--- src/hdl/rfp_pkg.sv ---
package rfp_pkg;

  localparam int MAX_CODES_DEF  = 16;
  localparam int MAX_DIGITS_DEF = 3;
  localparam int MAX_FRAME_DEF  = 100;

  localparam int FRAME_W = 7;
  localparam int VALUE_W = 10;
  localparam int CHAR_W  = 8;
  localparam int KIND_W  = 3;
  localparam int POS_W   = 5;
  localparam int SLOT_W  = 3;

  localparam logic [VALUE_W-1:0] VALUE_CAP = '1;

  localparam logic [KIND_W-1:0] KIND_CODE  = 3'd0;
  localparam logic [KIND_W-1:0] KIND_TEMP  = 3'd1;
  localparam logic [KIND_W-1:0] KIND_TIME  = 3'd2;
  localparam logic [KIND_W-1:0] KIND_END   = 3'd3;
  localparam logic [KIND_W-1:0] KIND_ERROR = 3'd4;

  localparam logic [CHAR_W-1:0] CH_PLUS  = 8'h2B;
  localparam logic [CHAR_W-1:0] CH_MINUS = 8'h2D;
  localparam logic [CHAR_W-1:0] CH_HASH  = 8'h23;
  localparam logic [CHAR_W-1:0] CH_X     = 8'h58;
  localparam logic [CHAR_W-1:0] CH_ZERO  = 8'h30;
  localparam logic [CHAR_W-1:0] CH_NINE  = 8'h39;
  localparam logic [CHAR_W-1:0] CH_A     = 8'h61;
  localparam logic [CHAR_W-1:0] CH_B     = 8'h62;
  localparam logic [CHAR_W-1:0] CH_C     = 8'h63;
  localparam logic [CHAR_W-1:0] CH_D     = 8'h64;
  localparam logic [CHAR_W-1:0] CH_E     = 8'h65;
  localparam logic [CHAR_W-1:0] CH_F     = 8'h66;
  localparam logic [CHAR_W-1:0] CH_P     = 8'h70;

  typedef struct packed {
    logic [KIND_W-1:0]  kind;
    logic [CHAR_W-1:0]  code;
    logic [POS_W-1:0]   code_position;
    logic [SLOT_W-1:0]  slot;
    logic [VALUE_W-1:0] value;
  } res_t;

endpackage

--- src/hdl/rfp_in_reg.sv ---
module rfp_in_reg
  import rfp_pkg::*;
(
  input  logic              clk,
  input  logic              rst_n,
  input  logic              in_valid,
  output logic              in_ready,
  input  logic [CHAR_W-1:0] in_char,
  input  logic              step,
  output logic              hold_valid,
  output logic [CHAR_W-1:0] hold_char
);

  logic              valid_r;
  logic [CHAR_W-1:0] char_r;

  assign in_ready   = !valid_r || step;
  assign hold_valid = valid_r;
  assign hold_char  = char_r;

  always_ff @(posedge clk) begin
    if (!rst_n) begin
      valid_r <= 1'b0;
    end else if (in_ready) begin
      valid_r <= in_valid;
    end
  end

  always_ff @(posedge clk) begin
    if (in_valid && in_ready) begin
      char_r <= in_char;
    end
  end

endmodule

--- src/hdl/rfp_parse.sv ---
module rfp_parse
  import rfp_pkg::*;
#(
  parameter int MAX_CODES  = MAX_CODES_DEF,
  parameter int MAX_DIGITS = MAX_DIGITS_DEF,
  parameter int MAX_FRAME  = MAX_FRAME_DEF
) (
  input  logic              clk,
  input  logic              rst_n,
  input  logic              step,
  input  logic [CHAR_W-1:0] c,
  output logic              res_valid,
  output res_t              res
);

  localparam int CNT_W = $clog2(MAX_CODES + 1);
  localparam int DIG_W = $clog2(MAX_DIGITS + 1);
  localparam int PROD_W = VALUE_W + 4;

  localparam logic [2:0] M_IDLE       = 3'd0;
  localparam logic [2:0] M_CODE       = 3'd1;
  localparam logic [2:0] M_SEP        = 3'd2;
  localparam logic [2:0] M_TAG        = 3'd3;
  localparam logic [2:0] M_BODY_FIRST = 3'd4;
  localparam logic [2:0] M_BODY       = 3'd5;
  localparam logic [2:0] M_DISCARD    = 3'd6;

  logic [2:0]         mode_r,  mode_nxt;
  logic               is_time_r, is_time_nxt;
  logic [CHAR_W-1:0]  tag_r,   tag_nxt;
  logic [VALUE_W-1:0] acc_r,   acc_nxt;
  logic [DIG_W-1:0]   dig_r,   dig_nxt;
  logic               stop_r,  stop_nxt;
  logic [CNT_W-1:0]   cnt_r,   cnt_nxt;
  logic [FRAME_W-1:0] len_r,   len_nxt;

  logic               is_digit;
  logic [PROD_W-1:0]  prod;
  logic [VALUE_W-1:0] acc_take;
  logic [CHAR_W-1:0]  closer;
  logic [SLOT_W-1:0]  slot_sel;
  logic               slot_ok;

  assign is_digit = (c >= CH_ZERO) && (c <= CH_NINE);
  assign prod = {1'b0, acc_r, 3'b000} + {3'b000, acc_r, 1'b0}
              + PROD_W'(4'(c - CH_ZERO));
  assign acc_take = (prod > PROD_W'(VALUE_CAP)) ? VALUE_CAP : prod[VALUE_W-1:0];
  assign closer = is_time_r ? CH_HASH : CH_MINUS;

  always_comb begin
    slot_ok  = 1'b1;
    slot_sel = 3'd0;
    case (tag_r)
      CH_B, CH_C: slot_sel = 3'd0;
      CH_P, CH_E: slot_sel = 3'd1;
      CH_A:       slot_sel = 3'd2;
      CH_F:       slot_sel = 3'd3;
      CH_D:       slot_sel = 3'd4;
      default:    slot_ok  = 1'b0;
    endcase
  end

  always_comb begin
    mode_nxt    = mode_r;
    is_time_nxt = is_time_r;
    tag_nxt     = tag_r;
    acc_nxt     = acc_r;
    dig_nxt     = dig_r;
    stop_nxt    = stop_r;
    cnt_nxt     = cnt_r;
    len_nxt     = len_r;
    res_valid   = 1'b0;
    res         = '0;
    if (step) begin
      if (mode_r == M_DISCARD) begin
        if (c == CH_X) begin
          mode_nxt = M_IDLE;
        end
      end else if (len_r >= FRAME_W'(MAX_FRAME)) begin
        res_valid = 1'b1;
        res.kind  = KIND_ERROR;
        res.code  = c;
        mode_nxt  = M_DISCARD;
      end else begin
        len_nxt = len_r + 1'b1;
        case (mode_r)
          M_IDLE: begin
            if (c == CH_PLUS) begin
              mode_nxt = M_CODE;
            end else if (c == CH_MINUS || c == CH_HASH) begin
              is_time_nxt = (c == CH_HASH);
              mode_nxt    = M_TAG;
            end else if (c == CH_X) begin
              res_valid         = 1'b1;
              res.kind          = KIND_END;
              res.code          = CH_X;
              res.code_position = POS_W'(cnt_r);
              mode_nxt          = M_IDLE;
            end else begin
              res_valid = 1'b1;
              res.kind  = KIND_ERROR;
              res.code  = c;
              mode_nxt  = M_DISCARD;
            end
          end
          M_CODE: begin
            res_valid = 1'b1;
            if (cnt_r >= CNT_W'(MAX_CODES)) begin
              res.kind = KIND_ERROR;
              res.code = c;
              mode_nxt = M_DISCARD;
            end else begin
              res.kind          = KIND_CODE;
              res.code          = c;
              res.code_position = POS_W'(cnt_r);
              cnt_nxt           = cnt_r + 1'b1;
              mode_nxt          = M_SEP;
            end
          end
          M_SEP: begin
            mode_nxt = (c == CH_PLUS) ? M_IDLE : M_CODE;
          end
          M_TAG: begin
            tag_nxt  = c;
            acc_nxt  = '0;
            dig_nxt  = '0;
            stop_nxt = 1'b0;
            mode_nxt = M_BODY_FIRST;
          end
          M_BODY_FIRST: begin
            dig_nxt = dig_r + 1'b1;
            if (!stop_r && is_digit) begin
              acc_nxt = acc_take;
            end else begin
              stop_nxt = 1'b1;
            end
            mode_nxt = M_BODY;
          end
          M_BODY: begin
            if (c == closer) begin
              res_valid   = slot_ok;
              res.kind    = is_time_r ? KIND_TIME : KIND_TEMP;
              res.slot    = slot_sel;
              res.value   = acc_r;
              mode_nxt    = M_IDLE;
              is_time_nxt = 1'b0;
              tag_nxt     = '0;
              acc_nxt     = '0;
              dig_nxt     = '0;
              stop_nxt    = 1'b0;
            end else if (dig_r >= DIG_W'(MAX_DIGITS)) begin
              res_valid = 1'b1;
              res.kind  = KIND_ERROR;
              res.code  = c;
              mode_nxt  = M_DISCARD;
            end else begin
              dig_nxt = dig_r + 1'b1;
              if (!stop_r && is_digit) begin
                acc_nxt = acc_take;
              end else begin
                stop_nxt = 1'b1;
              end
            end
          end
          default: begin
            mode_nxt = M_IDLE;
          end
        endcase
      end
      if ((mode_nxt == M_DISCARD && mode_r != M_DISCARD) ||
          (mode_r == M_DISCARD && mode_nxt == M_IDLE) ||
          (res_valid && res.kind == KIND_END) ||
          (mode_r != M_DISCARD && mode_r != M_IDLE && mode_r != M_CODE &&
           mode_r != M_SEP && mode_r != M_TAG && mode_r != M_BODY_FIRST &&
           mode_r != M_BODY)) begin
        is_time_nxt = 1'b0;
        tag_nxt     = '0;
        acc_nxt     = '0;
        dig_nxt     = '0;
        stop_nxt    = 1'b0;
        cnt_nxt     = '0;
        len_nxt     = '0;
      end
    end
  end

  always_ff @(posedge clk) begin
    if (!rst_n) begin
      mode_r    <= M_IDLE;
      is_time_r <= 1'b0;
      tag_r     <= '0;
      acc_r     <= '0;
      dig_r     <= '0;
      stop_r    <= 1'b0;
      cnt_r     <= '0;
      len_r     <= '0;
    end else begin
      mode_r    <= mode_nxt;
      is_time_r <= is_time_nxt;
      tag_r     <= tag_nxt;
      acc_r     <= acc_nxt;
      dig_r     <= dig_nxt;
      stop_r    <= stop_nxt;
      cnt_r     <= cnt_nxt;
      len_r     <= len_nxt;
    end
  end

endmodule

--- src/hdl/rfp_out_reg.sv ---
module rfp_out_reg
  import rfp_pkg::*;
(
  input  logic clk,
  input  logic rst_n,
  input  logic step,
  input  logic res_valid,
  input  res_t res,
  output logic out_valid,
  input  logic out_ready,
  output res_t out_res,
  output logic room
);

  logic valid_r;
  res_t res_r;

  assign room      = !valid_r || out_ready;
  assign out_valid = valid_r;
  assign out_res   = res_r;

  always_ff @(posedge clk) begin
    if (!rst_n) begin
      valid_r <= 1'b0;
    end else if (step) begin
      valid_r <= res_valid;
    end else if (out_ready) begin
      valid_r <= 1'b0;
    end
  end

  always_ff @(posedge clk) begin
    if (step && res_valid) begin
      res_r <= res;
    end
  end

endmodule

--- src/hdl/recipe_frame_parser_top.sv ---
// Recipe frame parser.
// Input channel: one ASCII character per beat on in_char (in_valid/in_ready).
// Result channel: at most one result beat per character on out_kind, out_code,
// out_code_position, out_slot and out_value (out_valid/out_ready).
// Kinds: process code, temperature value, time value, frame end, frame error.
// A character taken into the input register produces its result beat, if any,
// once the parse step has loaded that beat into the result register.
// Throughput: one character per cycle while the result register has room,
// set by the single parse step between the input register and the result
// register. A character that yields no result still passes the parse step.
// Reset (rst_n low, synchronous) empties both registers and returns the parser
// to field level with all counters cleared.
// When the receiver stalls, the result register holds its beat; the input
// register then fills and in_ready drops until out_ready returns.
// After a frame error the parser drops characters until 'X'.
module recipe_frame_parser_top
  import rfp_pkg::*;
#(
  parameter int MAX_CODES  = MAX_CODES_DEF,
  parameter int MAX_DIGITS = MAX_DIGITS_DEF,
  parameter int MAX_FRAME  = MAX_FRAME_DEF
) (
  input  logic               clk,
  input  logic               rst_n,
  input  logic               in_valid,
  output logic               in_ready,
  input  logic [CHAR_W-1:0]  in_char,
  output logic               out_valid,
  input  logic               out_ready,
  output logic [KIND_W-1:0]  out_kind,
  output logic [CHAR_W-1:0]  out_code,
  output logic [POS_W-1:0]   out_code_position,
  output logic [SLOT_W-1:0]  out_slot,
  output logic [VALUE_W-1:0] out_value
);

  logic              hold_valid;
  logic [CHAR_W-1:0] hold_char;
  logic              room;
  logic              step;
  logic              res_valid;
  res_t              res;
  res_t              out_res;

  assign step = hold_valid && room;

  rfp_in_reg u_in_reg (
    .clk        (clk),
    .rst_n      (rst_n),
    .in_valid   (in_valid),
    .in_ready   (in_ready),
    .in_char    (in_char),
    .step       (step),
    .hold_valid (hold_valid),
    .hold_char  (hold_char)
  );

  rfp_parse #(
    .MAX_CODES  (MAX_CODES),
    .MAX_DIGITS (MAX_DIGITS),
    .MAX_FRAME  (MAX_FRAME)
  ) u_parse (
    .clk       (clk),
    .rst_n     (rst_n),
    .step      (step),
    .c         (hold_char),
    .res_valid (res_valid),
    .res       (res)
  );

  rfp_out_reg u_out_reg (
    .clk       (clk),
    .rst_n     (rst_n),
    .step      (step),
    .res_valid (res_valid),
    .res       (res),
    .out_valid (out_valid),
    .out_ready (out_ready),
    .out_res   (out_res),
    .room      (room)
  );

  assign out_kind          = out_res.kind;
  assign out_code          = out_res.code;
  assign out_code_position = out_res.code_position;
  assign out_slot          = out_res.slot;
  assign out_value         = out_res.value;

endmodule
--- config.mk ---
export PLATFORM = sky130hd
export DESIGN_NAME = recipe_frame_parser_top
export DESIGN_NICKNAME = d
export VERILOG_FILES = /design/src/hdl/rfp_pkg.sv /design/src/hdl/rfp_in_reg.sv /design/src/hdl/rfp_parse.sv /design/src/hdl/rfp_out_reg.sv /design/src/hdl/recipe_frame_parser_top.sv
export SDC_FILE = /design/constraint.sdc
export NUM_CORES = 1
export LEC_CHECK = 0
export BUFFER_PORTS_ARGS = -buffer_cell sky130_fd_sc_hd__buf_2
export CAP_MARGIN = 20
export CORE_MARGIN = 1.5
export CORE_UTILIZATION = 45
export DETAILED_ROUTE_END_ITERATION = 10
export GPL_TIMING_DRIVEN = 0
export PLACE_DENSITY = 0.66
export SYNTH_ARGS = -nofsm -noshare
export SYNTH_HDL_FRONTEND = slang
export SYNTH_SLANG_ARGS = --single-unit
--- constraint.sdc ---
create_clock -name clk -period 3.2 [get_ports clk]
set_input_delay 0.64 -clock clk [delete_from_list [all_inputs] [get_ports clk]]
set_output_delay 0.64 -clock clk [all_outputs]
set_load 0.005 [all_outputs]
## Yosys cells after proc, flatten, opt, wreduce, memory -nomap -nowiden

Index checks and enable logic that the tools add are counted.

| word-level totals | value |
|---|---|
| output and inout port bits | 31 |
| bits in registers | 76 |
| logic and storage cells | 184 |
| bits of input ports | 12 |

| operators by class | value |
|---|---|
| eq/ne operators | 33 |
| multiplexer cells | 85 |
| add/sub/neg operators | 6 |
| reduce and logical (&&, ||, !) cells | 38 |
| order comparisons | 6 |

Operators by type and width:

| kind | count |
|---|---|
| two-way mux 10 bit | 7 |
| == test 8 x 7 -> 1 bit, second input constant | 8 |
| two-way mux 29 bit | 2 |
| two-way mux 11 bit | 4 |
| two-way mux 8 bit | 5 |
| two-way mux 5 bit | 7 |
| two-way mux 3 bit | 11 |
| one-hot mux 11 bit (3 select lines) | 1 |
| two-way mux 16 bit | 2 |
| one-hot mux 10 bit (3 select lines) | 1 |
| two-way mux 13 bit | 2 |
| == test 8 x 6 -> 1 bit, second input constant | 3 |
| two-way mux 1 bit | 24 |
| two-way mux 7 bit | 3 |
| two-way mux 18 bit | 1 |
| one-hot mux 3 bit (6 select lines) | 1 |
| one-hot mux 8 bit (2 select lines) | 1 |
| AND reduction 5 bit | 3 |
| adder 13 x 11 -> 14 bit | 1 |
| adder 14 x 4 -> 14 bit | 1 |
| > comparator 14 x 10 -> 1 bit, second input constant | 1 |
| logical AND 1 bit | 14 |
| == test 3 bit, second input constant | 4 |
| two-way mux 2 bit | 6 |
| 33 further kinds | 55 |

## Depth between registers and ports, before layout

Gate-level depths: netlist (run 1).

| depth | value |
|---|---|
| word-level depth | 15 |
| gate-level depth with buffers | 10 |
| gate-level depth less buffers | 10 |

## Modules after synthesis

A second synthesis (run 1) with hierarchy kept.

| second synthesis, totals | value |
|---|---|
| cells, all modules | 446 |
| area, all modules | 4428.0 µm² |

Modules (own cells, without submodules):

| module | cells an instance | area an instance (µm²) | sequential area each (µm²) | instances |
|---|---|---|---|---|
| rfp_parse | 398 | 3201.8 | 740.7 | 1 |
| rfp_out_reg | 34 | 922.1 | 890.9 | 1 |
| rfp_in_reg | 13 | 297.8 | 260.2 | 1 |
| recipe_frame_parser_top | 1 | 6.3 | 0.0 | 1 |

## Least setup slack after synthesis (run 1)

Ideal clock, no wire load.

| path | value |
|---|---|
| path type | register to register |
| start | register u_in_reg.char_r[2], in the netlist u_in_reg.hold_char[2] |
| end | register u_parse.acc_r[9] |
| clock period less this slack | 3114 ps |
| slack | 86 ps |
| required time | 3081 ps |
| buffers on the path | 0 |
| stages on the path, launching flop included | 11 |
| arrival time | 2996 ps |
| setup time | 119 ps |
| cells stage by stage | edfxtp_1 -> ha_1 -> ha_1 -> fa_1 -> a21oi_1 -> nor2b_1 -> o31a_1 -> o41a_1 -> a211oi_2 -> a21oi_1 -> o221a_2 |

| between the ends | value |
|---|---|
| cells in the longest elaborated chain, start to end | 15 |
| elaborated cells between the ends (all ways) | 60 |
| classes of those cells | add/sub (2); order compare (3); eq/ne (10); mux (33); reduce/logical (12) |

Ends and longest elaborated chain:

| item | RTL line | source |
|---|---|---|
| start: declaration | rfp_in_reg.sv:15 | `logic [CHAR_W-1:0] char_r;` |
| start signal: assignment | rfp_in_reg.sv:31 | `char_r <= in_char;` |
| branches (longest 15 deep; another with adder 14 x 4 -> 14 bit) | n/a |  |
| end signal: assignment | rfp_parse.sv:201 | `acc_r <= acc_nxt;` |
| end: declaration | rfp_parse.sv:31 | `logic [VALUE_W-1:0] acc_r, acc_nxt;` |

Parallel ways; which one is timed is not known. The select of a mux whose other input is x is not followed.
A chain may end at the register's enable or synchronous reset.

## Final worst setup path (run 1)

| path | value |
|---|---|
| start | register u_in_reg.char_r[3], in the netlist u_in_reg.hold_char[3] |
| end | register u_parse.acc_r[7] |

The elaborated chain is that of the path after synthesis.

==> results of run 1 <==
routing by layer:
metal	share of wire	routed length (microns)
met5	0	0
met4	0.026	238
met3	0.034	309
met2	0.48	4350
met1	0.46	4210
worst min-delay path by stage:
stage	depth (start not counted)	startpoint	end
CTS	1	in_char[7]	u_in_reg.hold_char[7]$_DFFE_PP_
global placement	1	u_parse.dig_r[0]$_SDFFE_PN0P_	u_parse.dig_r[0]$_SDFFE_PN0P_
floorplan	2	u_parse.stop_r$_SDFFE_PN0P_	u_parse.stop_r$_SDFFE_PN0P_
finish	1	in_char[7]	u_in_reg.hold_char[7]$_DFFE_PP_
global route	1	in_char[7]	u_in_reg.hold_char[7]$_DFFE_PP_
detailed placement	1	u_parse.tag_r[7]$_SDFFE_PN0P_	u_parse.tag_r[7]$_SDFFE_PN0P_
sequential cells by signal, summed over array words and instances (netlist names):
signal,cells
u_parse.tag_r,8
u_parse.len_r,7
u_parse.mode_r,3
u_in_reg.hold_valid,1
u_parse.is_time_r,1
u_parse.cnt_r,5
u_parse.acc_r,10
u_out_reg.out_res,29
u_in_reg.hold_char,8
u_out_reg.out_valid,1
u_parse.stop_r,1
u_parse.dig_r,2
worst register-to-register path, cell delays in order, from the launching register on:
cell and delay (ns):
edfxtp_1 0.43, fa_2 0.51, fa_2 0.36, a21oi_1 0.15, nor2b_1 0.07, o31a_1 0.27, o41a_1 0.44, a211oi_4 0.25
buf_4 0.17, a21oi_1 0.06, o221a_2 0.25
cell type report:
type | instances | share of cell area
clock buffer | 10 | 0.0290
multi-input combinational | 293 | 0.449
sequential | 76 | 0.400
clock inverter | 6 | 0.0148
tap | 108 | 0.0285
buffer | 13 | 0.0129
inverter | 14 | 0.0111
timing repair buffer | 48 | 0.0552
where the power goes:
part / total, uW / leakage, uW / internal (uW) / switching (uW)
Clock: 773 / 0.0000955 / 387 / 386
Combinational: 222 / 0.00113 / 83.9 / 138
Sequential: 1070 / 0.000671 / 1050 / 18.2
what timing repair did:
action,CTS,global route
pin swaps,2,6
setup endpoints to repair,10,10
resized for setup,1,11
setup buffers,5,2
cell families after synthesis:
family,synth area share
simple gates,0.201
mux,0.00492
fa+ha+maj,0.0836
compound gates,0.198
flops,0.465
xor+xnor,0.0215
buf+inv,0.0273
stage by stage:
| step | cell area [sq um] | hold WS (ns) | setup TNS [ns] | std cells | util |
|---|---|---|---|---|---|
| floorplan | 4070 | 0.437 | 0 | 396 | - |
| global placement | 4410 | 0.456 | -25.80 | 545 | 0.504 |
| detailed placement | 4420 | 0.462 | -3.04 | 545 | 0.504 |
| CTS | 4670 | 0.434 | 0 | 566 | 0.533 |
| global route | 4740 | 0.436 | -0.00211 | 568 | 0.541 |
| finish | 4740 | 0.442 | 0 | 568 | 0.541 |
placed cells by master, fill, tap and decap left out, types with 3 or more instances in the layout:
cell	instances
buf_2	42
dfxtp_1	38
edfxtp_1	37
nand2_1	32
nor2_1	31
a21oi_1	29
ha_1	22
and2_1	19
inv_1	13
nor3_1	11
and3_1	10
clkbuf_8	10
o21ai_0	9
clkbuf_1	8
a22o_1	8
buf_4	7
nand3_1	7
xor2_1	7
nor2b_1	6
a211oi_1	6
nand2b_1	5
a2111oi_0	5
o221a_2	5
o211ai_1	4
or3_1	4
o21a_1	4
o22a_1	4
nand4_1	3
a21o_1	3
xnor2_1	3
o31ai_1	3
clkinvlp_4	3
==> impl_metrics.yaml, run 1 <==
worst_setup_path:
  cp_top_family: "compound AO/OA/AOI/OAI gates"
  timing.rr.end: "u_parse.acc_r[7]$_SDFFE_PN0P_"
  r2r_start: "u_in_reg.hold_char[3]$_DFFE_PP_"
  critPathBufInv: 1
  worst_setup_path_start_kind: "flip-flop"
  r2r_cells: 10
  end_kind: "flip-flop"
  crit_start: "u_in_reg.hold_char[3]$_DFFE_PP_"
  r2r_slack_ns: 0.12
  cp.arrival_ns: 3.34
  critPathMaxFanout: 4
  slowest_delay_ns: 0.51
  crit_type: "flip-flop to flip-flop"
  crit_cells: 10
  crit_chain: "fa_2 > fa_2 > a21oi_1 > nor2b_1 > o31a_1 > o41a_1 > a211oi_4 > buf_4 > a21oi_1 > o221a_2"
  required_ns: 3.46
  crit_path_top_delay_cell: "fa_2"
  endpoint: "u_parse.acc_r[7]$_SDFFE_PN0P_"
placement:
  portBuffers: 41
  dp_slack_ns: -0.334
  hpwl_microns: 6620
  gp_congestion: 0.872
routing:
  vias: 3230
  drc_errors: 0
  first_iter_violations: 106
  viasPerCell: 5.69
  drt.antenna.violating_nets: 0
  detail_route.first_pass.iterations: 4
  routedWlPerCell_microns: 16.0
  drt-total-wl_microns: 9100
final_layout:
  syn2layout_area_growth_pct: 16.3
  fill_cells: 778
  regArea_sq_um: 1890
  final_nets: 493
  num_antenna_cells: 0
  multi_input_area_sq_um: 2130
  drive_gt1_frac: 0.204
global_route:
  use_met3: 0.0344
  met2_usage: 0.324
  grt_overflow: 0
  top_usage_layer: "met2"
  grt_pass1_wl_microns: 15200
  antenna_found_initial: 0
  use_met1: 0.252
  grt_usage: 0.197
  grt_start_max_net_pins: 31
  grt_pass1_vias: 3122
timing:
  fin_ws_ns: 0.121
  post-route-period-util: 0.962
  post-route-min-period_ns: 3.08
  fin_worst_skew_ns: 0.0131
  slew_headroom: 0.378
  slew_viol_final: 0
  tightest_slew_ns: 0.926
  final-hold-violation-count: 0
  setup_viol: 0
  max_freq_mhz: 325
yosys:
  yosys.area.top_type_share: 0.273
  syn-instance-count: 396
  syn-cell-area_sq_um: 4070
  synth_commonest_cells: "39 x dfxtp_1, 37 x edfxtp_1, 32 x nand2_1, 32 x nor2_1, 29 x a21oi_1"
  ys_seq_area_frac: 0.465
  synthDistinctLibCells: 70
  syn_avg_cell_area_sq_um: 10.3
  yosysMostFrequentCell: "dfxtp_1"
  syn-num-nets: 434
  synth.area.top_cells: "edfxtp_1 27%, dfxtp_1 19%, ha_1 7.4%"
  synth_top_area_cell: "edfxtp_1"
  synth-seq-cells: 76
  synthFlopType: "dfxtp_1"
  synth_edf_count: 37
  ys.warnings.count: 0
  async_reset_ff_frac: 0
outcome:
  status: "completed"
job:
  max_cap_viol_count: 0
power:
  finalPower_uw: 2070
  p_leak_uw: 0.00189
  powerDensity_nw_per_um2: 436
  vdd_drop_max_mv: 0.247
clocking:
  root_buffer: "clkbuf_8"
  cts_max_level: 3
  hold_buffers: 0
  clock_latency_ns: 0.36
  cts-buffers-inserted: 9
  cts.reportedPaths.clkPinSlew_ns: 0.09
  cts_num_sinks: 76
  cts_tree: "yes"
  clk_path_buf_depth: 2
floorplan:
  core-area_sq_um: 8760
  initial_core_util: 0.465
  fp.dieH_microns: 98.1
  die_area_sq_um: 9630
  ioPinCount: 43
  std_cell_rows: 34
  die_w_microns: 98.1
worst_hold_path:
  hold_path.class: "input port to flip-flop"
Note: power is estimated with default switching activity, not from simulation.
==> run 2, diff against run 1 <==
--- a/config.mk
+++ b/config.mk
@@ -5,13 +5,14 @@
 export SDC_FILE = /design/constraint.sdc
 export NUM_CORES = 1
 export LEC_CHECK = 0
+export ABC_AREA = 1
 export BUFFER_PORTS_ARGS = -buffer_cell sky130_fd_sc_hd__buf_2
 export CAP_MARGIN = 20
 export CORE_MARGIN = 1.5
 export CORE_UTILIZATION = 45
 export DETAILED_ROUTE_END_ITERATION = 10
 export GPL_TIMING_DRIVEN = 0
-export PLACE_DENSITY = 0.66
+export PLACE_DENSITY_LB_ADDON = 0.08
 export SYNTH_ARGS = -nofsm -noshare
 export SYNTH_HDL_FRONTEND = slang
 export SYNTH_SLANG_ARGS = --single-unit
==> run 2 against run 1 <==
- critical path depth increased by 3
- count of clock-buffer cells in the layout decreased by 1
- first-iteration DRC count increased by 120%
- synthesized cell count increased by 52%
- routed wire length increased by 24%
- power increased by 22%
- critical endpoint is now u_parse.acc_r[9]$_SDFFE_PN0P_
==> impl_metrics.yaml, run 2 <==
worst_setup_path:
  crit_start: "u_in_reg.hold_char[3]$_DFFE_PP_"
  end_kind: "flip-flop"
  timing.rr.end: "u_parse.acc_r[9]$_SDFFE_PN0P_"
  endpoint: "u_parse.acc_r[9]$_SDFFE_PN0P_"
  r2r_start: "u_in_reg.hold_char[3]$_DFFE_PP_"
  crit_type: "flip-flop to flip-flop"
  cp.arrival_ns: 3.19
  worst_setup_path_start_kind: "flip-flop"
  r2r_slack_ns: 0.26
  critPathMaxFanout: 10
  required_ns: 3.46
  r2r_cells: 13
floorplan:
  fp.dieH_microns: 105
  die_area_sq_um: 10900
  initial_core_util: 0.468
  core-area_sq_um: 9910
  die_w_microns: 105
  std_cell_rows: 36
  ioPinCount: 43
clocking:
  cts-buffers-inserted: 9
  cts_max_level: 3
  cts_tree: "yes"
  clk_path_buf_depth: 2
  cts_num_sinks: 76
  root_buffer: "clkbuf_8"
  hold_buffers: 0
  clock_latency_ns: 0.36
  cts.reportedPaths.clkPinSlew_ns: 0.09
final_layout:
  fill_cells: 955
  final_util: 0.532
  final_cell_mix: "107 x nand2_1, 81 x nor2_1, 70 x nand3_1"
  final_nets: 693
  final_common_cell: "nand2_1"
  drive_gt1_frac: 0.171
  syn2layout_area_growth_pct: 13.6
  num_antenna_cells: 0
  largest_register_ffs: 29
global_route:
  antenna_found_initial: 0
  grt_pass1_wl_microns: 19000
  grt_overflow: 0
  grt_usage: 0.220
  grt_start_max_net_pins: 18
  grt_pass1_vias: 3960
routing:
  viasPerCell: 5.18
  first_iter_violations: 236
  drt-total-wl_microns: 11300
  routedWlPerCell_microns: 14.2
  drc_errors: 0
  drt.antenna.violating_nets: 0
  detail_route.first_pass.iterations: 5
  vias: 4107
yosys:
  syn-cell-area_sq_um: 4640
  synth.area.top_cells: "edfxtp_1 24%, dfxtp_1 17%, nand2_1 8.7%"
  syn-num-nets: 638
  yosysMostFrequentCell: "nand2_1"
  synth_commonest_cells: "107 x nand2_1, 83 x nor2_1, 70 x nand3_1"
  synth_top_area_cell: "edfxtp_1"
  yosys.area.top_type_share: 0.239
  async_reset_ff_frac: 0
  syn-instance-count: 600
  synthDistinctLibCells: 45
  synthFlopType: "dfxtp_1"
  ys.warnings.count: 0
  syn_avg_cell_area_sq_um: 7.74
  synth-seq-cells: 76
  ys_seq_area_frac: 0.408
  synth_edf_count: 37
placement:
  gp_congestion: 0.927
  dp_slack_ns: -0.131
  hpwl_microns: 8620
  portBuffers: 41
timing:
  post-route-min-period_ns: 2.94
  setup_viol: 0
  slew_viol_final: 0
  max_freq_mhz: 341
  tightest_slew_ns: 0.651
  fin_ws_ns: 0.265
  post-route-period-util: 0.917
  slew_headroom: 0.566
  final-hold-violation-count: 0
  hold_ws_ns: 0.450
  rsz0062_at_grt: "no"
  fin_worst_skew_ns: 0.00850
power:
  vdd_drop_max_mv: 0.217
  powerDensity_nw_per_um2: 478
  p_leak_uw: 0.00227
worst_hold_path:
  hold_path.class: "input port to flip-flop"
job:
  max_cap_viol_count: 0
outcome:
  status: "completed"
==> run 2: critical path, cell delays in order, from the launching register on <==
cell	delay, ns
edfxtp_1	0.44
fa_1	0.58
fa_1	0.54
nand3_1	0.13
nand2_1	0.09
nand2_1	0.08
o2111ai_1	0.10
xor2_1	0.18
nor2_4	0.25
nand3_1	0.13
nand3_1	0.12
nand3_1	0.07
nand2_1	0.08
nor2_1	0.04
==> run 2: what timing repair did <==
action                                  CTS  global route
cloned                                    0             0
endpoints found under the setup margin   27            10
resized for setup                         2             2
setup buffers                             0             2
==> run 2: cell families after synthesis <==
family / after synthesis / synth area share
compound gates: 73 / 0.0895
simple gates: 327 / 0.335
flops: 76 / 0.408
xor+xnor: 9 / 0.0170
buf+inv: 89 / 0.0779
fa+ha+maj: 26 / 0.0733
==> run 2: worst min-delay path by stage <==
stage / cells past startpoint / endpoint / slack (ns) / start
floorplan: 2 / u_parse.len_r[6]$_SDFFE_PN0P_ / 0.45 / u_parse.len_r[6]$_SDFFE_PN0P_
global placement: 2 / u_parse.len_r[6]$_SDFFE_PN0P_ / 0.47 / u_parse.len_r[6]$_SDFFE_PN0P_
detailed placement: 2 / u_parse.len_r[6]$_SDFFE_PN0P_ / 0.48 / u_parse.len_r[6]$_SDFFE_PN0P_
CTS: 1 / u_in_reg.hold_char[0]$_DFFE_PP_ / 0.44 / in_char[0]
global route: 1 / u_in_reg.hold_char[0]$_DFFE_PP_ / 0.44 / in_char[0]
finish: 1 / u_in_reg.hold_char[0]$_DFFE_PP_ / 0.45 / in_char[0]
==> run 2: layer usage <==
| layer | wire, microns | vias up | part of all wire | track usage |
|---|---|---|---|---|
| met5 | 0 | - | 0 | 0 |
| met4 | 157 | 0 | 0.014 | 0.0714 |
| met3 | 445 | 12 | 0.039 | 0.0387 |
| met2 | 5290 | 104 | 0.47 | 0.361 |
| met1 | 5400 | 1878 | 0.48 | 0.292 |
| li1 | - | 2113 | - | - |
==> run 2: metrics by stage <==
| stage | setup TNS, ns | total power [uW] | area, sq um | instances |
|---|---|---|---|---|
| floorplan | 0 | 1610 | 4640 | 600 |
| global placement | -6.20 | 1760 | 5010 | 774 |
| CTS | 0 | 2530 | 5250 | 791 |
| finish | 0 | 2520 | 5270 | 793 |
| detailed placement | -1.80 | 1770 | 5040 | 775 |
| global route | 0 | 2660 | 5270 | 793 |
==> run 2: power breakdown <==
group | total (uW) | switching, uW | internal, uW
clock network | 754 | 389 | 366
logic | 620 | 407 | 213
registers | 1140 | 56.4 | 1090
==> run 2: area by class of cell <==
| class | count | area (sq um) | share of cell area |
|---|---|---|---|
| inverter | 75 | 289 | 0.0548 |
| clock inverter | 7 | 75.1 | 0.0142 |
| tap | 133 | 166 | 0.0316 |
| timing repair buffer | 44 | 248 | 0.0470 |
| buffer | 14 | 72.6 | 0.0138 |
| multi-input combinational | 435 | 2400 | 0.456 |
| clock buffer | 9 | 124 | 0.0235 |
| sequential | 76 | 1890 | 0.359 |
